File: src/design/mgls_pkg.sv
`timescale 1ns / 1ps
// ----------------------------------------------------------------------------
// mgls_pkg
// Shared widths, fixed-point constants and the 2^-x table for the Metropolis
// gap lattice step.
// ----------------------------------------------------------------------------
package mgls_pkg;

    localparam int SITE_W    = 6;
    localparam int RND_W     = 16;
    localparam int GAP_W     = 24;
    localparam int DELTA_W   = 23;
    localparam int CFG_W     = 24;
    localparam int CFG_IDX_W = 3;
    localparam int FRAC_BITS = 16;

    // configuration register indexes
    localparam logic [CFG_IDX_W-1:0] REG_DELTA = 3'd0;
    localparam logic [CFG_IDX_W-1:0] REG_TEMP  = 3'd1;
    localparam logic [CFG_IDX_W-1:0] REG_FORCE = 3'd2;
    localparam logic [CFG_IDX_W-1:0] REG_INTER = 3'd3;
    localparam logic [CFG_IDX_W-1:0] REG_RANGE = 3'd4;
    localparam logic [CFG_IDX_W-1:0] REG_COH   = 3'd5;
    localparam logic [CFG_IDX_W-1:0] REG_QUART = 3'd6;

    // window sum: up to 49 gaps of 24 bits
    localparam int WSUM_W = 30;

    // shared multiplier operands and product
    localparam int MUL_A_W = 42;
    localparam int MUL_B_W = 33;
    localparam int PROD_W  = 64;

    // divider: (dE << 16) / temperature
    localparam int DIV_N_W = 39;
    localparam int DIV_D_W = 23;

    localparam int EXP_K_MAX = 32;

    localparam logic signed [PROD_W-1:0] RND_HALF    = 64'sd1 <<< (FRAC_BITS - 1);
    localparam logic signed [PROD_W-1:0] WIDE_LIM    = 64'sd274877906943;
    localparam logic signed [PROD_W-1:0] GAP_MAX     = 64'sd8388607;
    localparam logic signed [PROD_W-1:0] GAP_MIN     = -64'sd8388608;
    localparam logic signed [PROD_W-1:0] EXP_Y_LIMIT = 64'sd33 <<< FRAC_BITS;
    localparam logic signed [MUL_B_W-1:0] LOG2E_Q16  = 33'sd94548;
    localparam logic [16:0] ONE_Q16 = 17'd65536;

    // 2^(-i/16) in Q16
    function automatic logic [16:0] pow2_neg(input logic [4:0] idx);
        case (idx)
            5'd0:    return 17'd65536;
            5'd1:    return 17'd62757;
            5'd2:    return 17'd60097;
            5'd3:    return 17'd57549;
            5'd4:    return 17'd55109;
            5'd5:    return 17'd52773;
            5'd6:    return 17'd50535;
            5'd7:    return 17'd48393;
            5'd8:    return 17'd46341;
            5'd9:    return 17'd44376;
            5'd10:   return 17'd42495;
            5'd11:   return 17'd40693;
            5'd12:   return 17'd38968;
            5'd13:   return 17'd37316;
            5'd14:   return 17'd35734;
            5'd15:   return 17'd34219;
            default: return 17'd32768;
        endcase
    endfunction

endpackage

File: src/design/mgls_div.sv
`timescale 1ns / 1ps
// ----------------------------------------------------------------------------
// mgls_div
// Unsigned restoring divider, one quotient bit per cycle.
// ----------------------------------------------------------------------------
module mgls_div
    import mgls_pkg::*;
(
    input  logic               clk,
    input  logic               rst_n,
    input  logic               start,
    input  logic [DIV_N_W-1:0] dividend,
    input  logic [DIV_D_W-1:0] divisor,
    output logic               done,
    output logic [DIV_N_W-1:0] quotient
);

    localparam int CNT_W = $clog2(DIV_N_W + 1);

    logic [DIV_D_W-1:0] rem_reg;
    logic [DIV_N_W-1:0] quo_reg;
    logic [DIV_D_W-1:0] dsr_reg;
    logic [CNT_W-1:0]   cnt_reg;
    logic               busy_reg;
    logic               done_reg;

    logic [DIV_D_W:0]   trial;
    logic               fits;

    assign trial = {rem_reg, quo_reg[DIV_N_W-1]};
    assign fits  = trial >= {1'b0, dsr_reg};

    always_ff @(posedge clk or negedge rst_n)
    begin
        if (!rst_n)
        begin
            rem_reg  <= '0;
            quo_reg  <= '0;
            dsr_reg  <= '0;
            cnt_reg  <= '0;
            busy_reg <= 1'b0;
            done_reg <= 1'b0;
        end
        else
        begin
            done_reg <= 1'b0;
            if (start)
            begin
                rem_reg  <= '0;
                quo_reg  <= dividend;
                dsr_reg  <= divisor;
                cnt_reg  <= CNT_W'(DIV_N_W);
                busy_reg <= 1'b1;
            end
            else if (busy_reg)
            begin
                rem_reg <= fits ? DIV_D_W'(trial - {1'b0, dsr_reg}) : trial[DIV_D_W-1:0];
                quo_reg <= {quo_reg[DIV_N_W-2:0], fits};
                cnt_reg <= cnt_reg - 1'b1;
                if (cnt_reg == CNT_W'(1))
                begin
                    busy_reg <= 1'b0;
                    done_reg <= 1'b1;
                end
            end
        end
    end

    assign done     = done_reg;
    assign quotient = quo_reg;

endmodule

File: config.mk
export PLATFORM = sky130hd
export DESIGN_NAME = mgls_div
export DESIGN_NICKNAME = d
export VERILOG_FILES = /design/src/design/mgls_pkg.sv /design/src/design/mgls_div.sv
export SDC_FILE = /design/constraint.sdc
export NUM_CORES = 1
export LEC_CHECK = 0
export ABC_AREA = 1
export BUFFER_PORTS_ARGS = -buffer_cell sky130_fd_sc_hd__buf_2
export CAP_MARGIN = 20
export CORE_ASPECT_RATIO = 1.2
export CORE_MARGIN = 1
export CORE_UTILIZATION = 58
export CTS_BUF_LIST = sky130_fd_sc_hd__clkbuf_8
export DETAILED_ROUTE_END_ITERATION = 16
export GPL_ROUTABILITY_DRIVEN = 0
export HOLD_SLACK_MARGIN = 0.12
export PLACE_DENSITY = 0.82
export SYNTH_ARGS = -nofsm -noshare
export SYNTH_HDL_FRONTEND = slang
export SYNTH_SLANG_ARGS = --single-unit
File: constraint.sdc
create_clock -name clk -period 2.5 [get_ports clk]
set_clock_uncertainty 0.2 [all_clocks]
set_input_delay 0.125 -clock clk [delete_from_list [all_inputs] [get_ports clk]]
set_output_delay 0.125 -clock clk [all_outputs]
set_load 0.02 [all_outputs]
* Yosys cells after proc, flatten, opt, wreduce, memory -nomap -nowiden
Cells that the tools add are included.
** Storage, ports and cells
- Logic and storage cells :: 24
- Input port bits :: 65
- Register bits after elaboration :: 93
** Cells by class
- Add/subtract/negate cells :: 2
- Order comparisons :: 1
- Equal/unequal tests :: 1
- Multiplexer cells :: 13
- Reduce and logical (&&, ||, !) cells :: 1
** Operators by type and width (count)
- $mux W39 :: 2
- $mux W23 :: 3
- $ge A24 B23 Y1 :: 1
- $sub A23 B23 Y23 :: 1
- $mux W6 :: 2
- $eq A6 B1 Y1 const B :: 1
- $mux W1 :: 6
- $sub A6 B1 Y6 const B :: 1
- $reduce_bool A2 Y1 :: 1

* Longest topological paths before layout
- Depth after elaboration :: 4
- Gate-level depth with buffers :: 14
- Gate-level depth less buffers :: 14

* Worst setup path before layout
OpenSTA, ideal clock, no wires.
- Path type :: flip-flop to flip-flop
- Start :: register quo_reg[38], in the netlist quotient[38]
- End :: register rem_reg[10]
- Arrival :: 2.070 ns
- Required time :: 2.234 ns
- Cell stages (with the launch flop) :: 15
- Clock period less this slack :: 2.336 ns
- Path buffers :: 1
- Slack :: 0.164 ns
- Cells stage by stage :: dfrtp_1 > inv_1 > ha_1 > inv_1 > fa_1 > nand2_1 > nand2_1 > nand3_1 > nand3_1 > nand2_4 > nand3_4 > buf_8 > o21ai_2 > nand3_1 > nand2_1
** On the way
- Word-level cells in the longest chain between the ends :: 4
** Ends and longest elaborated chain
- start, declared :: line mgls_div.sv:21 : logic [DIV_N_W-1:0] quo_reg;
- start signal, assigned :: line mgls_div.sv:50 : quo_reg <= dividend;
- start signal, assigned :: line mgls_div.sv:58 : quo_reg <= {quo_reg[DIV_N_W-2:0], fits};
- $sub A23 B23 Y23 or $ge A24 B23 Y1 (tied branches) :: line mgls_div.sv:57, mgls_div.sv:31
- $mux W23 (*) :: line mgls_div.sv:57 : rem_reg <= fits ? DIV_D_W'(trial - {1'b0, dsr_reg}) : trial[DIV_D_W-1:0];
- $mux W23 (*) :: line mgls_div.sv:55 : else if (busy_reg)
- $mux W23 (*) :: line mgls_div.sv:47 : if (start)
- end signal, assigned :: line mgls_div.sv:57
- end, declared :: line mgls_div.sv:20 : logic [DIV_D_W-1:0] rem_reg;
Every way passes the cells marked *; elsewhere a longest branch is shown, timed or not. The select of a mux whose other input is x is not followed.
A chain may end at the register's enable or synchronous reset.

==> summary.md <==
| Metric | Value |
|---|---|
| Ys async rst share | `100%` |
| Commonest cells after routing, fill and taps aside | `nand2_1 (307), inv_1 (170), buf_2 (103)` |
| Req. time, crit path | `2610 ps` |
| DP Area | `6590 sq um` |
| Rows | `39` |
| Drt first pass iters | `6` |
| Number of synthesis warnings | `0` |
| Horiz. Die Dim | `between 90 and 100 um` |
| Worst relative slew slack | `56.1%` |
| PwrDens | `843 nW/um^2` |
| WL per Instance | `approximately 15 um` |
| Initial Utilization | `between 60% and 70%` |
| Sequential area share after synthesis | `around two fifths` |
| Setup CP Type | `input port to flip-flop` |
| Syn nets | `between 900 and 1000` |
| Number of I/O port buffers | `104` |
| Largest net degree at the start of global routing | `66` |
| R2r startpoint | `quotient[38]` |
| RR Endpoint | `rem_reg[9]` |
| Initial antenna violation count | `0` |
| Min Clock Period, post-route | `2360 ps` |
| First-pass GRT wire length | `29200 um` |
| Max clock buf depth | `2` |
| DRT antenna net count | `0` |
| Vias per cell | `around 5.4` |
| Flops & latches, synth | `93` |
| Ys flop type | `dfrtp_1` |
| Pwr Total | `around 6.5 mW` |
| Commonest non-fill, non-tap cell in the layout | `nand2_1` |
| Num CTS Buffers | `9` |
| Final Hold Viols | `0` |
| Design area | `approximately 7700 sq um` |
| Fill count | `around 650` |
| Largest register FFs | `39` |
| Pleak | `about 4.3 nW` |
| Diodes inserted | `0` |
| Total Routing Usage GR | `a little over a third` |
| Crit path DAT | `between 2000 and 2500 ps` |
| Chip height | `roughly 110 um` |
| Max Freq | `about 420 MHz` |
| DR DRC count | `0` |
| Avg Cell Area, Syn | `7.03 sq um` |
| DR iter-0 viols | `440` |
| R2r worst-path depth | `14` |
| Worst Setup Start Kind | `input port` |
| Num ports | `105` |
| Reg clk slew, reported paths | `100 ps` |
| Max VDD drop | `about 0.38 mV` |
| Max Slew Vio Count | `0` |
| Via count | `6234` |
| Worst skew pair latency | `roughly 380 ps` |
| CTS sink cnt | `93` |
| Tcrit/Tclk final | `between 90% and 100%` |
| Setup crit end kind | `flip-flop` |
| Status | `completed` |
| DP Wirelength | `10500 um` |
| Hold WS | `about 110 ps` |
| Total Wirelength | `~18000 um` |
| Max-cap violations | `0` |
| Nets | `roughly 1100` |
| Root Buffer | `clkbuf_8` |
| CP Max Fanout | `26` |
| Post-layout util | `between 70% and 80%` |
| Worst min path class | `input port to async pin` |
| H-tree depth | `3` |
| Syn Inst Count | `839` |
| Mapped Area | `roughly 5900 sq um` |
| Area growth syn-to-layout | `30.0%` |
| Final setup viols | `0` |
| Share of layout cells above drive strength 1 | `~16%` |
| Flop-to-flop setup slack | `190 ps` |
| Die footprint | `about 11000 sq um` |
| Worst Tran Pin Value | `between 600 and 700 ps` |
| Setup TNS | `0 ps` |
| CTS tree | `done` |
| Post-synth EDFFs | `0` |
| Vias in the first global route | `around 6400` |
| Synth cell types | `33` |
| Core Region | `just under 10000 sq um` |
| GRT overflow | `0` |
==> worst max-delay path by stage <==
stage | slack, ps | startpoint | cells past startpoint | endpoint
2_1_floorplan | 160 | quotient[38] | 14 | rem_reg[10]
3_5_place_dp | 60 | quotient[38] | 14 | rem_reg[20]
4_1_cts | 50 | quotient[38] | 14 | rem_reg[9]
3_3_place_gp | 160 | quotient[38] | 14 | rem_reg[13]
6_report | 140 | start | 6 | dsr_reg[17]
5_1_grt | -20 | quotient[38] | 14 | rem_reg[9]
==> worst max-delay path, cell delays in order <==
cell and delay, ps:
dlygate4sd3_1 530, buf_2 450, nand2_1 100, dlygate4sd3_1 590, o21ai_0 70, dlygate4sd3_1 600
==> per-stage QoR <==
stage | std cells | setup slack [ps]
floorplan | 839 | 164
global placement | 1054 | 160
detailed placement | 1054 | 57.3
CTS | 1152 | 46.3
global route | 1155 | -23.6
finish | 1155 | 138
==> per-layer routing <==
metal  part of all wire, %  up-vias  global-route usage [%]
met1                    39     2893                    41.0
met2                    51      292                    61.7
met5                     0        -                       0
li1                      -     2991                       -
met3                   7.0       58                    6.84
met4                   3.6        0                    16.5
==> layout make-up <==
type / instances / area [sq um] / area share, %
clock buffers: 10 / 138 / 1.79
inverters: 174 / 653 / 8.51
clock inverters: 6 / 70.1 / 0.913
repair buffers: 203 / 1520 / 19.8
well taps: 123 / 154 / 2.01
multi-input cells: 546 / 2820 / 36.7
flip-flops and latches: 93 / 2330 / 30.3
==> cells by family (layout without fill, tap and decap cells) <==
| logic type | Yosys count | count (layout) | share of synthesized area [%] |
|---|---|---|---|
| buffers and inverters | 200 | 393 | 13.1 |
| xor gates and xnor gates | 7 | 7 | 1.04 |
| and+or+nand+nor | 429 | 429 | 31.1 |
| adders and majority gates | 26 | 26 | 5.64 |
| DFF | 93 | 93 | 39.4 |
| AOI/OAI and AO/OA | 84 | 84 | 9.63 |
==> Yosys cell counts (all sizes together) (2+ instances only) <==
cell	number	area share, %
nand3	52	5.4
nor3	3	0.25
buf	11	1.1
inv	174	11
o21ai	31	2.7
a22oi	3	0.38
xnor2	5	0.74
a21oi	13	1.1
nor2	39	2.8
nand2	311	20
clkbuf	15	0.95
xor2	2	0.30
dfrtp	93	39
and2	3	0.36
o211ai	2	0.25
ha	25	5.3
o221ai	35	5.2
nand4	20	2.1
==> power by group <==
| part | leakage (nW) | switching [mW] | internal (mW) | total [mW] |
|---|---|---|---|---|
| registers | 1.14 | 0.196 | 1.75 | 1.95 |
| logic | 3.07 | 2.12 | 1.32 | 3.44 |
| clock network | 0.106 | 0.588 | 0.499 | 1.09 |
| total | 4.32 | 2.90 | 3.57 | 6.47 |
==> repair_timing <==
item,CTS,global route
setup endpoints to repair,0,24
hold buffers,82,0
resized for setup,0,8
endpoints found under the hold margin,158,0
setup buffers,0,3
(Power assumes the default switching activity.)
