**config.mk**
```make
export PLATFORM = sky130hd
export DESIGN_NAME = mgls_mul
export DESIGN_NICKNAME = d
export VERILOG_FILES = /design/src/design/mgls_pkg.sv /design/src/design/mgls_mul.sv
export SDC_FILE = /design/constraint.sdc
export NUM_CORES = 2
export LEC_CHECK = 0
export BUFFER_PORTS_ARGS = -buffer_cell sky130_fd_sc_hd__buf_4
export CORE_MARGIN = 2
export CORE_UTILIZATION = 48
export CTS_CLUSTER_SIZE = 16
export DETAILED_ROUTE_END_ITERATION = 8
export RECOVER_POWER = 50
export SYNTH_ARGS = -nofsm -noshare
export SYNTH_HDL_FRONTEND = slang
export SYNTH_SLANG_ARGS = --single-unit
export TNS_END_PERCENT = 30
```
**constraint.sdc**
```tcl
create_clock -name clk -period 11 [get_ports clk]
set_input_delay 0.55 -clock clk [delete_from_list [all_inputs] [get_ports clk]]
set_output_delay 0.55 -clock clk [all_outputs]
set_load 0.03 [all_outputs]
```
**src/design/mgls_pkg.sv**
```systemverilog
`timescale 1ns / 1ps
// ----------------------------------------------------------------------------
// mgls_pkg
// Shared widths, fixed-point constants and the 2^-x table for the Metropolis
// gap lattice step.
// ----------------------------------------------------------------------------
package mgls_pkg;

    localparam int SITE_W    = 6;
    localparam int RND_W     = 16;
    localparam int GAP_W     = 24;
    localparam int DELTA_W   = 23;
    localparam int CFG_W     = 24;
    localparam int CFG_IDX_W = 3;
    localparam int FRAC_BITS = 16;

    // configuration register indexes
    localparam logic [CFG_IDX_W-1:0] REG_DELTA = 3'd0;
    localparam logic [CFG_IDX_W-1:0] REG_TEMP  = 3'd1;
    localparam logic [CFG_IDX_W-1:0] REG_FORCE = 3'd2;
    localparam logic [CFG_IDX_W-1:0] REG_INTER = 3'd3;
    localparam logic [CFG_IDX_W-1:0] REG_RANGE = 3'd4;
    localparam logic [CFG_IDX_W-1:0] REG_COH   = 3'd5;
    localparam logic [CFG_IDX_W-1:0] REG_QUART = 3'd6;

    // window sum: up to 49 gaps of 24 bits
    localparam int WSUM_W = 30;

    // shared multiplier operands and product
    localparam int MUL_A_W = 42;
    localparam int MUL_B_W = 33;
    localparam int PROD_W  = 64;

    // divider: (dE << 16) / temperature
    localparam int DIV_N_W = 39;
    localparam int DIV_D_W = 23;

    localparam int EXP_K_MAX = 32;

    localparam logic signed [PROD_W-1:0] RND_HALF    = 64'sd1 <<< (FRAC_BITS - 1);
    localparam logic signed [PROD_W-1:0] WIDE_LIM    = 64'sd274877906943;
    localparam logic signed [PROD_W-1:0] GAP_MAX     = 64'sd8388607;
    localparam logic signed [PROD_W-1:0] GAP_MIN     = -64'sd8388608;
    localparam logic signed [PROD_W-1:0] EXP_Y_LIMIT = 64'sd33 <<< FRAC_BITS;
    localparam logic signed [MUL_B_W-1:0] LOG2E_Q16  = 33'sd94548;
    localparam logic [16:0] ONE_Q16 = 17'd65536;

    // 2^(-i/16) in Q16
    function automatic logic [16:0] pow2_neg(input logic [4:0] idx);
        case (idx)
            5'd0:    return 17'd65536;
            5'd1:    return 17'd62757;
            5'd2:    return 17'd60097;
            5'd3:    return 17'd57549;
            5'd4:    return 17'd55109;
            5'd5:    return 17'd52773;
            5'd6:    return 17'd50535;
            5'd7:    return 17'd48393;
            5'd8:    return 17'd46341;
            5'd9:    return 17'd44376;
            5'd10:   return 17'd42495;
            5'd11:   return 17'd40693;
            5'd12:   return 17'd38968;
            5'd13:   return 17'd37316;
            5'd14:   return 17'd35734;
            5'd15:   return 17'd34219;
            default: return 17'd32768;
        endcase
    endfunction

endpackage

```
**src/design/mgls_mul.sv**
```systemverilog
`timescale 1ns / 1ps
// ----------------------------------------------------------------------------
// mgls_mul
// Shared signed multiplier, 42 x 33 bits, built from one 22 x 33 multiplier
// used twice, low half first. The registered product is flagged by done.
// ----------------------------------------------------------------------------
module mgls_mul
    import mgls_pkg::*;
(
    input  logic                      clk,
    input  logic                      rst_n,
    input  logic                      start,
    input  logic signed [MUL_A_W-1:0] a,
    input  logic signed [MUL_B_W-1:0] b,
    output logic                      done,
    output logic signed [PROD_W-1:0]  prod
);

    localparam int HALF_W = MUL_A_W / 2;
    localparam int PP_W   = HALF_W + 1 + MUL_B_W;
    localparam int SUM_W  = PP_W + HALF_W;

    logic signed [MUL_A_W-1:0] a_reg;
    logic signed [MUL_B_W-1:0] b_reg;
    logic [1:0]                ph_reg;
    logic                      done_reg;
    logic signed [PP_W-1:0]    lo_reg;
    logic signed [PP_W-1:0]    hi_reg;
    logic signed [PROD_W-1:0]  prod_reg;

    logic signed [HALF_W:0]    mx;
    logic signed [PP_W-1:0]    pp;
    logic signed [SUM_W-1:0]   sum;

    assign mx  = (ph_reg == 2'd1) ? $signed({1'b0, a_reg[HALF_W-1:0]})
                                  : $signed({a_reg[MUL_A_W-1], a_reg[MUL_A_W-1:HALF_W]});
    assign pp  = mx * b_reg;
    assign sum = $signed({hi_reg, {HALF_W{1'b0}}}) + SUM_W'(lo_reg);

    always_ff @(posedge clk or negedge rst_n)
    begin
        if (!rst_n)
        begin
            a_reg    <= '0;
            b_reg    <= '0;
            ph_reg   <= 2'd0;
            done_reg <= 1'b0;
            lo_reg   <= '0;
            hi_reg   <= '0;
            prod_reg <= '0;
        end
        else
        begin
            done_reg <= 1'b0;
            if (start)
            begin
                a_reg  <= a;
                b_reg  <= b;
                ph_reg <= 2'd1;
            end
            else
            begin
                case (ph_reg)
                    2'd1:
                    begin
                        lo_reg <= pp;
                        ph_reg <= 2'd2;
                    end
                    2'd2:
                    begin
                        hi_reg <= pp;
                        ph_reg <= 2'd3;
                    end
                    2'd3:
                    begin
                        prod_reg <= $signed(sum[PROD_W-1:0]);
                        done_reg <= 1'b1;
                        ph_reg   <= 2'd0;
                    end
                    default:
                    begin
                        ph_reg <= 2'd0;
                    end
                endcase
            end
        end
    end

    assign done = done_reg;
    assign prod = prod_reg;

endmodule

```
== After elaboration in Yosys (flattened, before gate mapping) ==
Cells that the tools add are included.

* Register bits: 240
* Output and inout port bits: 65
* Logic and storage cells: 21

* Add/subtract/negate cells: 1
* Multipliers: 1
* Equality and inequality tests: 3
* Multiplexer cells: 5
* Bitwise operators: 1
* Reduce and logical (&&, ||, !) cells: 3

{| class="wikitable"
|+ Operator list
! operator !! count
|-
| $add 64x55->64 || 1
|-
| $mul 22x33->55 || 1
|-
| $mux 22 || 1
|-
| $reduce_and 2->1 || 3
|-
| $eq 2x2->1 const B || 2
|-
| $pmux 2 s2 || 1
|-
| $eq 2x1->1 const B || 1
|-
| $mux 1 || 2
|-
| $mux 2 || 1
|-
| $not 1->1 || 1
|}

== Logic depth before layout (Yosys ltp) ==
* Word-level depth: 3
* Mapped depth: 32
* Gate-level depth less buffers: 29

== Worst setup path before layout ==
OpenSTA, ideal clock, no wires.

* Path kind: register -> register
* Start point: register ph_reg[1]
* End point: register lo_reg[52]
* Setup time: 0.135 ns
* Arrival time: 7.904 ns
* Required time: 10.865 ns
* Setup slack: 2.961 ns
* Cell stages (with the launch flop): 30
* Path buffers: 3
* Clock period less this slack: 8.039 ns
* Cells stage by stage: dfrtp_1 -> inv_1 -> ha_1 -> clkbuf_1 -> clkbuf_1 -> mux2i_1 -> clkbuf_1 -> nor2b_1 -> fa_1 -> inv_1 -> fa_1 -> inv_1 -> fa_1 -> inv_1 -> fa_1 -> inv_1 -> fa_1 -> fa_1 -> fa_1 -> ha_1 -> a21o_1 -> a21o_1 -> a21o_1 -> a21o_1 -> a21oi_1 -> o21ai_0 -> a21o_1 -> a41oi_1 -> xor2_1 -> o21ai_0

* Longest elaborated chain between the ends: 3
* Elaborated cells on any way between the ends: 4

{| class="wikitable"
|+ RTL lines
! what !! line !! RTL
|-
| start, declared || mgls_mul.sv:25 || <nowiki>logic [1:0] ph_reg;</nowiki>
|-
| start signal, assigned || mgls_mul.sv:46 || <nowiki>ph_reg <= 2'd0;</nowiki>
|-
| start signal, assigned || mgls_mul.sv:59 || <nowiki>ph_reg <= 2'd1;</nowiki>
|-
| start signal, assigned || mgls_mul.sv:67 || <nowiki>ph_reg <= 2'd2;</nowiki>
|-
| $eq 2x1->1 * || mgls_mul.sv:35, mgls_mul.sv:63 ||
|-
| $mux 22 || mgls_mul.sv:35 || <nowiki>assign mx = (ph_reg == 2'd1) ? $signed({1'b0, a_reg[HALF_W-1:0]})</nowiki>
|-
| $mul 22x33->55 || mgls_mul.sv:37 || <nowiki>assign pp = mx * b_reg;</nowiki>
|-
| end signal, assigned || mgls_mul.sv:66 || <nowiki>lo_reg <= pp;</nowiki>
|-
| end, declared || mgls_mul.sv:27 || <nowiki>logic signed [PP_W-1:0] lo_reg;</nowiki>
|}

Mark *: on every way between the ends. The rest lies on a longest branch, timed or not.
A chain may end at the register's enable or synchronous reset.

== Final worst setup path ==
Same ends and word-level chain as after synthesis.

==> impl_metrics.csv <==
group,metric,value,unit
logic_synthesis,async_flop_share,1.00,
timing,fin_crit,9070,ps
final_layout,synthToLayoutAreaGrowth,6.82,%
logic_synthesis,ys_ff_latch,240,
placed_design,dpl_worst_slack,1880,ps
status,violations,"max-capacitance violations, max-slew violations",
timing,hold_viol_final,0,
timing,relSlewSlack,-1.90,
logic_synthesis,yosysTopAreaCell,"fa_1",
clock_tree,cts_tree,"built",
setup_path,crit_path_max_incr_delay,910,ps
setup_path,r2r_start,"ph_reg[1]",
floorplanning,fp-row-count,100,
floorplanning,die_y,279,µm
setup_path,r2r_cells,28,
timing,finalSetupTns,0,ps
floorplanning,io_pins,143,
grt,antenna_found_initial,3,
final_layout,fin_nets,4837,
clock_tree,clockRootBuffer,"clkbuf_16",
logic_synthesis,post-synth-top-count-cell,"inv_1",
logic_synthesis,netlist_top_cells_area,"fa_1 (40%), dfrtp_1 (17%), inv_1 (7.7%), ha_1 (7.0%), nand2_1 (6.8%)",
job,maxCapViolCount,5,
hold_path,hp-start,"b[31]",
logic_synthesis,synth.cell_area,0.0362,mm²
hold_path,hp-class,"input port to flop",
setup_path,cp-start-kind,"flop",
clock_tree,cts_num_sinks,240,
setup_path,cp_slowest_cell,"mux2i_4",
final_layout,largest_reg_flops,64,
timing,finalMaxSlewViolations,380,
clock_tree,clk_latency,600,ps
clock_tree,post-cts-setup-buffer-count,0,
grt,grt_pass1_vias,27300,
drt,ant_nets,0,
timing,period_share,0.825,
timing,worst_pin_slew,4340,ps
grt,grt_pass1_wl,156000,µm
drt,vias,25400,
logic_synthesis,synth_top_area_frac,0.399,
grt,grt_usage,0.259,
logic_synthesis,ys_seq_area_frac,0.166,
logic_synthesis,synth_cell_types,76,
clock_tree,cts_resized,0,
drt,drtIter0Drc,1361,
final_layout,drive_gt1_frac,0.0688,
timing,clock-skew-final,20.6,ps
setup_path,crit_cells,28,
clock_tree,cts-buffers-inserted,28,
drt,viasPerCell,5.26,
logic_synthesis,syn_nets,4822,
timing,rsz0062_at_grt,"no",
logic_synthesis,syn_avg_cell_area,9.48,µm²
setup_path,end_kind,"flop",
timing,fin_ws,1930,ps
clock_tree,cts_max_path_buffers,3,
placed_design,io_buffers,142,
logic_synthesis,syn_inst,3819,
drt,routed_wl,96800,µm
floorplanning,initial_core_util,0.485,
hold_path,holdPathStages,2,
clock_tree,hold_buffers,1,
logic_synthesis,synth_edf_count,0,
setup_path,arrival,9500,ps
clock_tree,clk_pin_slew,70,ps
setup_path,cp.required,11420,ps
clock_tree,htree_levels,1,
drt,firstDrtPassIters,5,
setup_path,path_max_fanout,22,
setup_path,path_common_cell,"fa_1",
timing,fmax,110,MHz
floorplanning,core_area,0.0746,mm²
final_layout,n_fill_cell,7032,
logic_synthesis,synthFlopType,"dfrtp_1",
setup_path,crit_buf_inv,7,
logic_synthesis,synth_top_cells_by_count,"inv_1 (746), fa_1 (722), nand2_1 (656), dfrtp_1 (240), ha_1 (203)",
grt,grt_overflow,0,
timing,setup_viol,0,
setup_path,crit_family,"adder cells",
drt,drc,0,
logic_synthesis,yosysWarnings,0,
placed_design,dpl.hpwl,75100,µm
hold_path,holdPathEnd,"b_reg[31]",
floorplanning,dieArea,0.0776,mm²
drt,post_drt_wl_per_cell,20.1,µm
floorplanning,die_x,279,µm
setup_path,ff2ff_setup_slack,1930,ps
status,status,"finished, violations left",
grt,grt_max_degree,163,
setup_path,rr_endpoint,"lo_reg[52]",
placed_design,routabilityCongestion,0.867,
setup_path,path_class,"flop to flop",
-- layer usage --
| layer | share of wire | wire (µm) | up-vias | track usage |
|---|---|---|---|---|
| li1 | - | - | 11500 | - |
| met1 | 0.44 | 42700 | 13100 | 0.359 |
| met2 | 0.48 | 46300 | 630 | 0.433 |
| met3 | 0.053 | 5160 | 117 | 0.0337 |
| met4 | 0.027 | 2630 | 4 | 0.0670 |
| met5 | 0.00028 | 27 | - | 0 |
-- cell usage in the layout, fill, tap and decap left out, drive strengths merged, types with 60 or more instances in the layout --
cell type and count:
o21ai 174, nor2b 104, buf 103, ha 203, clkbuf 106, mux2 97, nor2 60, nand2 656
dfrtp 240, inv 746, fa 722, and2 197, a21oi 88
-- worst max path at each step --
stage,from,end,slack [ps]
4_1_cts,ph_reg[1],lo_reg[52],1860
3_3_place_gp,ph_reg[1],lo_reg[52],1930
6_report,ph_reg[1],lo_reg[52],1930
5_1_grt,ph_reg[1],lo_reg[52],1380
2_1_floorplan,ph_reg[1],lo_reg[52],2960
3_5_place_dp,ph_reg[1],lo_reg[52],1880
-- final cells by class --
cell class	count	area, µm²	share of cell area
well taps	969	1210	0.0314
multi-input cells	2645	26700	0.690
inverters	746	2800	0.0724
flip-flops and latches	240	6010	0.155
diodes	1	2.50	0.0000647
clock inverters	8	119	0.00307
clock buffers	37	785	0.0203
repair buffers	173	1040	0.0270
-- cell families (layout without fill, tap and decap cells) --
group	count (synthesis)	after routing	share of synthesized area
flops	240	240	0.166
simple gates	1120	1120	0.144
mux	100	100	0.0310
buf+inv	934	964	0.0979
compound gates	405	405	0.0687
xor+xnor	95	95	0.0230
other cells	0	1	0
fa+ha+maj	925	925	0.470
-- through the flow --
stage / cell area, µm² / instances / hold WS, ps / util
5_1_grt: 38700 / 4818 / 171 / 0.518
3_5_place_dp: 38000 / 4772 / 449 / 0.510
6_report: 38700 / 4819 / 180 / 0.518
2_1_floorplan: 36200 / 3819 / 254 / -
3_3_place_gp: 38000 / 4772 / 447 / 0.510
4_1_cts: 38900 / 4818 / 149 / 0.522
Power is left out: the tool's default activity adds up to more than one toggle a clock period on the data nets, which glitch-free logic cannot reach.
